## src/hw/rtl/liu_pkg.sv

```systemverilog
package liu_pkg;

  localparam int SAMPLE_BITS_DEF = 16;
  localparam int FRAC_BITS_DEF   = 16;

  localparam logic REG_STEP = 1'b0;
  localparam logic REG_INV  = 1'b1;

  typedef struct packed {
    logic load;
    logic issue;
    logic finish;
  } liu_cmd_t;

  typedef struct packed {
    logic pos_lt_step;
    logic last_out;
    logic pipe_en;
  } liu_sts_t;

endpackage

```

## src/hw/rtl/linear_interp_upsampler.sv

```systemverilog
// Channel   Direction  Handshake           Payload
// in_       input      in_valid/in_stall   in_sample
// out_      output     out_valid/out_stall out_sample, out_last
// cfg_      input      cfg_we              cfg_index, cfg_wdata
//
// An input sample yields n outputs (n = 0..64). Outputs leave at one per cycle,
// when the output side does not stall, from a three-stage multiply pipeline.
// Synchronous active-low reset: step and inverse to 1.0, phase and history to zero.
// An output stall while out_valid is high freezes the whole pipeline and the burst issue with it.
module linear_interp_upsampler #(
  parameter int SAMPLE_BITS = liu_pkg::SAMPLE_BITS_DEF,
  parameter int FRAC_BITS   = liu_pkg::FRAC_BITS_DEF
) (
  input  logic                          clk,
  input  logic                          rst_n,
  input  logic                          cfg_we,
  input  logic                          cfg_index,
  input  logic [FRAC_BITS+6:0]          cfg_wdata,
  input  logic                          in_valid,
  output logic                          in_stall,
  input  logic signed [SAMPLE_BITS-1:0] in_sample,
  output logic                          out_valid,
  input  logic                          out_stall,
  output logic signed [SAMPLE_BITS-1:0] out_sample,
  output logic                          out_last
);
  import liu_pkg::*;

  liu_cmd_t cmd;
  liu_sts_t sts;

  liu_ctrl u_ctrl (
    .clk      (clk),
    .rst_n    (rst_n),
    .in_valid (in_valid),
    .in_stall (in_stall),
    .sts      (sts),
    .cmd      (cmd)
  );

  liu_datapath #(
    .SAMPLE_BITS (SAMPLE_BITS),
    .FRAC_BITS   (FRAC_BITS)
  ) u_dp (
    .clk        (clk),
    .rst_n      (rst_n),
    .cfg_we     (cfg_we),
    .cfg_index  (cfg_index),
    .cfg_wdata  (cfg_wdata),
    .in_sample  (in_sample),
    .cmd        (cmd),
    .sts        (sts),
    .out_stall  (out_stall),
    .out_valid  (out_valid),
    .out_sample (out_sample),
    .out_last   (out_last)
  );

endmodule

```

## src/hw/rtl/liu_ctrl.sv

```systemverilog
module liu_ctrl (
  input  logic             clk,
  input  logic             rst_n,
  input  logic             in_valid,
  output logic             in_stall,
  input  liu_pkg::liu_sts_t sts,
  output liu_pkg::liu_cmd_t cmd
);
  import liu_pkg::*;

  typedef enum logic {
    ST_IDLE,
    ST_BURST
  } state_t;

  state_t state_r;
  logic   in_stall_r;

  always_comb begin
    cmd = '0;
    unique case (state_r)
      ST_IDLE: begin
        cmd.load = in_valid;
      end
      ST_BURST: begin
        if (!sts.pos_lt_step) begin
          cmd.finish = 1'b1;
        end else if (sts.pipe_en) begin
          cmd.issue  = 1'b1;
          cmd.finish = sts.last_out;
        end
      end
      default: cmd = '0;
    endcase
  end

  always_ff @(posedge clk) begin
    if (!rst_n) begin
      state_r    <= ST_IDLE;
      in_stall_r <= 1'b0;
    end else begin
      unique case (state_r)
        ST_IDLE: begin
          if (in_valid) begin
            state_r    <= ST_BURST;
            in_stall_r <= 1'b1;
          end
        end
        ST_BURST: begin
          if (cmd.finish) begin
            state_r    <= ST_IDLE;
            in_stall_r <= 1'b0;
          end
        end
        default: begin
          state_r    <= ST_IDLE;
          in_stall_r <= 1'b0;
        end
      endcase
    end
  end

  assign in_stall = in_stall_r;

endmodule

```

## src/hw/rtl/liu_datapath.sv

```systemverilog
module liu_datapath #(
  parameter int SAMPLE_BITS = liu_pkg::SAMPLE_BITS_DEF,
  parameter int FRAC_BITS   = liu_pkg::FRAC_BITS_DEF
) (
  input  logic                          clk,
  input  logic                          rst_n,
  input  logic                          cfg_we,
  input  logic                          cfg_index,
  input  logic [FRAC_BITS+6:0]          cfg_wdata,
  input  logic signed [SAMPLE_BITS-1:0] in_sample,
  input  liu_pkg::liu_cmd_t             cmd,
  output liu_pkg::liu_sts_t             sts,
  input  logic                          out_stall,
  output logic                          out_valid,
  output logic signed [SAMPLE_BITS-1:0] out_sample,
  output logic                          out_last
);
  import liu_pkg::*;

  localparam int POS_W  = FRAC_BITS + 7;
  localparam int INV_W  = FRAC_BITS + 1;
  localparam int PROD_W = POS_W + INV_W;
  localparam int DIFF_W = SAMPLE_BITS + 1;
  localparam int MUL_W  = DIFF_W + FRAC_BITS + 1;
  localparam int SUM_W  = SAMPLE_BITS + 2;

  localparam logic [POS_W-1:0] ONE_Q    = POS_W'(1) << FRAC_BITS;
  localparam logic [POS_W-1:0] MAX_STEP = POS_W'(64) << FRAC_BITS;
  localparam logic [INV_W-1:0] INV_ONE  = INV_W'(1) << FRAC_BITS;

  // configuration
  logic [POS_W-1:0] step_r;
  logic [INV_W-1:0] inv_r;

  // item state
  logic signed [SAMPLE_BITS-1:0] prev_r;
  logic signed [SAMPLE_BITS-1:0] cur_r;
  logic signed [DIFF_W-1:0]      diff_r;
  logic [FRAC_BITS-1:0]          phase_r;
  logic [POS_W-1:0]              pos_r;

  // pipeline
  logic                          pipe_en;
  logic                          s1_vld_r, s2_vld_r, out_vld_r;
  logic [PROD_W-1:0]             s1_prod_r;
  logic signed [DIFF_W-1:0]      s1_diff_r;
  logic signed [SAMPLE_BITS-1:0] s1_prev_r, s2_prev_r;
  logic                          s1_last_r, s2_last_r, out_last_r;
  logic signed [MUL_W-1:0]       s2_mul_r;
  logic signed [SAMPLE_BITS-1:0] out_sample_r;

  logic [POS_W-1:0]              step_eff;
  logic [POS_W-1:0]              pos_inc;
  logic [POS_W-1:0]              fin_pos;
  logic [FRAC_BITS-1:0]          w;
  logic signed [FRAC_BITS:0]     w_s;
  logic signed [SUM_W-1:0]       sh;
  logic signed [SUM_W-1:0]       sum;
  logic signed [SAMPLE_BITS-1:0] sat;

  assign step_eff = (step_r > MAX_STEP) ? MAX_STEP : step_r;
  assign pos_inc  = pos_r + ONE_Q;
  assign fin_pos  = cmd.issue ? pos_inc : pos_r;
  assign pipe_en  = !out_vld_r || !out_stall;

  assign sts.pos_lt_step = (pos_r < step_eff);
  assign sts.last_out    = (pos_inc >= step_eff);
  assign sts.pipe_en     = pipe_en;

  // weight saturates at 1.0 - 1 lsb
  assign w   = (|s1_prod_r[PROD_W-1:2*FRAC_BITS]) ? {FRAC_BITS{1'b1}}
                                                  : s1_prod_r[2*FRAC_BITS-1:FRAC_BITS];
  assign w_s = {1'b0, w};

  assign sh  = SUM_W'(s2_mul_r >>> FRAC_BITS);
  assign sum = sh + SUM_W'(s2_prev_r);

  always_comb begin
    if (sum[SUM_W-1:SAMPLE_BITS-1] == {(SUM_W-SAMPLE_BITS+1){1'b0}} ||
        sum[SUM_W-1:SAMPLE_BITS-1] == {(SUM_W-SAMPLE_BITS+1){1'b1}}) begin
      sat = sum[SAMPLE_BITS-1:0];
    end else if (sum[SUM_W-1]) begin
      sat = {1'b1, {(SAMPLE_BITS-1){1'b0}}};
    end else begin
      sat = {1'b0, {(SAMPLE_BITS-1){1'b1}}};
    end
  end

  always_ff @(posedge clk) begin
    if (!rst_n) begin
      step_r <= ONE_Q;
      inv_r  <= INV_ONE;
    end else if (cfg_we) begin
      unique case (cfg_index)
        REG_STEP: step_r <= cfg_wdata;
        REG_INV:  inv_r  <= cfg_wdata[INV_W-1:0];
        default:  ;
      endcase
    end
  end

  always_ff @(posedge clk) begin
    if (!rst_n) begin
      prev_r  <= '0;
      phase_r <= '0;
    end else if (cmd.finish) begin
      prev_r  <= cur_r;
      phase_r <= fin_pos[FRAC_BITS-1:0] - step_eff[FRAC_BITS-1:0];
    end
  end

  always_ff @(posedge clk) begin
    if (cmd.load) begin
      cur_r  <= in_sample;
      diff_r <= DIFF_W'(in_sample) - DIFF_W'(prev_r);
      pos_r  <= POS_W'(phase_r);
    end else if (cmd.issue) begin
      pos_r  <= pos_inc;
    end
  end

  always_ff @(posedge clk) begin
    if (!rst_n) begin
      s1_vld_r  <= 1'b0;
      s2_vld_r  <= 1'b0;
      out_vld_r <= 1'b0;
    end else if (pipe_en) begin
      s1_vld_r  <= cmd.issue;
      s2_vld_r  <= s1_vld_r;
      out_vld_r <= s2_vld_r;
    end
  end

  always_ff @(posedge clk) begin
    if (pipe_en) begin
      s1_prod_r    <= PROD_W'(pos_r) * PROD_W'(inv_r);
      s1_diff_r    <= diff_r;
      s1_prev_r    <= prev_r;
      s1_last_r    <= sts.last_out;
      s2_mul_r     <= MUL_W'(s1_diff_r) * MUL_W'(w_s);
      s2_prev_r    <= s1_prev_r;
      s2_last_r    <= s1_last_r;
      out_sample_r <= sat;
      out_last_r   <= s2_last_r;
    end
  end

  assign out_valid  = out_vld_r;
  assign out_sample = out_sample_r;
  assign out_last   = out_last_r;

endmodule

```

## config.mk

```make
export PLATFORM = sky130hd
export DESIGN_NAME = linear_interp_upsampler
export DESIGN_NICKNAME = d
export VERILOG_FILES = /design/src/hw/rtl/liu_pkg.sv /design/src/hw/rtl/linear_interp_upsampler.sv /design/src/hw/rtl/liu_ctrl.sv /design/src/hw/rtl/liu_datapath.sv
export SDC_FILE = /design/constraint.sdc
export NUM_CORES = 2
export LEC_CHECK = 0
export BUFFER_PORTS_ARGS = -buffer_cell sky130_fd_sc_hd__buf_2
export CORE_ASPECT_RATIO = 0.6
export CORE_UTILIZATION = 60
export CTS_CLUSTER_DIAMETER = 200
export CTS_CLUSTER_SIZE = 20
export DETAILED_ROUTE_END_ITERATION = 16
export PLACE_DENSITY = 0.77
export SLEW_MARGIN = 0
export SYNTH_ARGS = -nofsm -noshare
export SYNTH_HDL_FRONTEND = slang
export SYNTH_HIERARCHICAL = 1
export SYNTH_SLANG_ARGS = --single-unit
```

## constraint.sdc

```tcl
create_clock -name clk -period 7.4 [get_ports clk]
set_input_delay 1.11 -clock clk [delete_from_list [all_inputs] [get_ports clk]]
set_output_delay 1.11 -clock clk [all_outputs]
set_load 0.005 [all_outputs]
```

==> reports/metrics.yaml <==
grt_pass1_wl_um: 123000
crit_buf_inv: 6
end_kind: "flop"
cts_max_path_buffers: 3
synth_top_area_cell: "fa_1"
synthesis.area_mm2: 0.0328
syn_avg_cell_area_um2: 9.60
critPathSlowestCell: "fa_1"
crit_family: "adder cells"
ant_nets: 0
max_cap_viol_count: 0
htreeDepth: 1
synth.most_common_cell: "inv_1"
worst_path_most_repeated_cell: "fa_1"
synth_nets: 4321
crit_fanout: 15
dieArea_mm2: 0.0557
cts_setup_buffers: 0
wl_per_cell_um: 17.5
areaGrowthSynthToFinish_pct: 5.37
core_mm2: 0.0541
worst_ep_arrival_time_ns: 7.37
synth_edf_count: 159
hold_viol: 0
worst_slew_pin_slew_ns: 0.957
grt_overflow: 0
dpl.hpwl_um: 59100
firstDrtPassIters: 6
timing.final.crit_share_pct: 95.9
synthTopCellsByArea: "fa_1 36%, edfxtp_1 15%, ha_1 9.9%, inv_1 8.6%, nand2_1 6.7%"
final_cell_area_mm2: 0.0346
drive_gt1_share_pct: 6.36
ys_warn_count: 6
fin_crit_ns: 7.10
fill_cells: 4373
cp.depth: 26
ys_async_sr_fraction_pct: 0
critPathRequiredTime_ns: 7.67
diodes: 0
post_drt_via_cell_ratio: 5.45
drc: 0
status: "completed"
rsz0062_at_grt: "false"
slew_viol_final: 0
setup_viol: 0
root_buffer: "clkbuf_16"
timing.fmax_mhz: 141
ys_types: 84
antenna_found_initial: 1
cts_tree: "done"
synth_common_cells: "755 x inv_1, 592 x fa_1, 590 x nand2_1, 261 x ha_1, 159 x edfxtp_1"
synthFlopType: "edfxtp_1"
hold_path_class: "reg2reg"
synth_top_cell_area_share_pct: 36.1
clkSinkCount: 243
skew_ns: 0.0205
reg2regPathDepth: 26
ios: 64
vias: 22661
grt_pass1_vias: 23929
drtIter0Drc: 1959
regArea_mm2: 0.00646
worstHoldPathCells: 0
die_y_um: 183
clk_latency_ns: 0.52
port_buffers: 63
placed_area_mm2: 0.0341
rows: 66
synth_cells: 3423
numCtsBuffers: 16
start_util_pct: 60.7
path_class: "reg2reg"
multi_input_area_mm2: 0.0230
setup.worst_path.start_class: "flop"
grt_max_degree: 88
yosysSeqAreaShare_pct: 19.7
cts.clk_slew.worst_paths_ns: 0.10
place_congestion: 0.911
drt-total-wl_um: 72700
slew_headroom_pct: 36.2
die_x_um: 304
synth_seq_cells: 243
layout.nets: 4335
track_usage_pct: 27.8
max_stage_delay_ns: 0.53
tns_ns: 0
cell type report:
cell class              count  share of cell area [%]
inverters                 756                    8.20
flip-flops and latches    243                    18.7
well taps                 714                    2.58
multi-input cells        2279                    66.5
clock inverters             2                   0.105
repair buffers            141                    2.68
clock buffers              25                    1.25
registers in the layout, indices dropped and copies added (netlist names), 17 cells and up:
signal and cells:
u_dp/s1_prod_r 24, u_dp/step_r 23, u_dp/inv_r 17, u_dp/s2_mul_r 18, u_dp/diff_r 17, u_dp/pos_r 23
u_dp/s1_diff_r 17
stage by stage:
step,setup WS [ns],utilization [%],hold WS [ns],instances
floorplan,0.622,-,0.400,3423
global placement,0.237,63.1,0.400,4133
detailed placement,0.173,63.1,0.405,4133
CTS,0.133,63.9,0.411,4160
global route,0.0134,64.0,0.416,4160
finish,0.304,64.0,0.408,4160
path summary, 6_finish.rpt:
check	from	end	slack (ns)
worst min-delay path	u_dp/s2_last_r$_DFFE_PP_	u_dp/out_last$_DFFE_PP_	0.41
worst min register to register	u_dp/s2_last_r$_DFFE_PP_	u_dp/out_last$_DFFE_PP_	0.41
worst max-delay path	u_dp/s1_prod_r[37]$_DFFE_PP_	u_dp/s2_mul_r[33]$_DFFE_PP_	0.30
worst max register to register	u_dp/s1_prod_r[37]$_DFFE_PP_	u_dp/s2_mul_r[33]$_DFFE_PP_	0.30
layout by cell type, fill, tap and decap left out, drive strengths merged, types with 6 or more instances in the layout:
master	count
a211oi	6
a21boi	44
a21o	15
a21oi	67
a31o	8
a31oi	6
and2	140
and3	12
buf	141
clkbuf	25
dfxtp	84
edfxtp	159
fa	592
ha	261
inv	756
mux2i	24
nand2	590
nand2b	12
nand3	26
nand4	13
nor2	56
nor2b	120
nor3	26
nor4	8
o211ai	10
o21a	14
o21ai	62
o21bai	8
or2	12
xnor2	57
xor2	35
what timing repair did:
action,in CTS,in global routing
gates resized for setup,0,8
setup endpoints to repair,0,9
hold buffers,0,0
endpoints found under the hold margin,0,0
worst reg2reg max path, delay by kind of cell, from the launching register on:
kind                       cells  cell delay, ns
AOI/OAI and AO/OA              7            1.56
xor gates and xnor gates       1            0.11
adders and majority gates      7            3.24
buffers and inverters          6            0.63
DFF                            1            0.38
and+or+nand+nor                5            0.92
logic make-up (layout without fill, tap and decap cells):
logic type | Yosys count | in the layout | share of synthesized area, %
compound gates | 277 | 277 | 5.99
xor+xnor | 92 | 92 | 2.45
fa+ha+maj | 853 | 853 | 46.0
buf+inv | 901 | 924 | 10.4
flops | 243 | 243 | 19.7
mux | 24 | 24 | 0.731
simple gates | 1033 | 1033 | 14.7
per-layer routing:
layer | track usage [%] | share of wire [%] | wire length, µm | up-vias
met5 | 0 | 0 | 0 | -
met1 | 43.1 | 47 | 34500 | 11312
met4 | 4.20 | 1.3 | 913 | 0
met2 | 41.1 | 41 | 30000 | 878
li1 | - | - | - | 10409
met3 | 5.67 | 10 | 7350 | 62
Power is left out: the tool's default activity adds up to more than one toggle a clock period on the data nets, which glitch-free logic cannot reach.
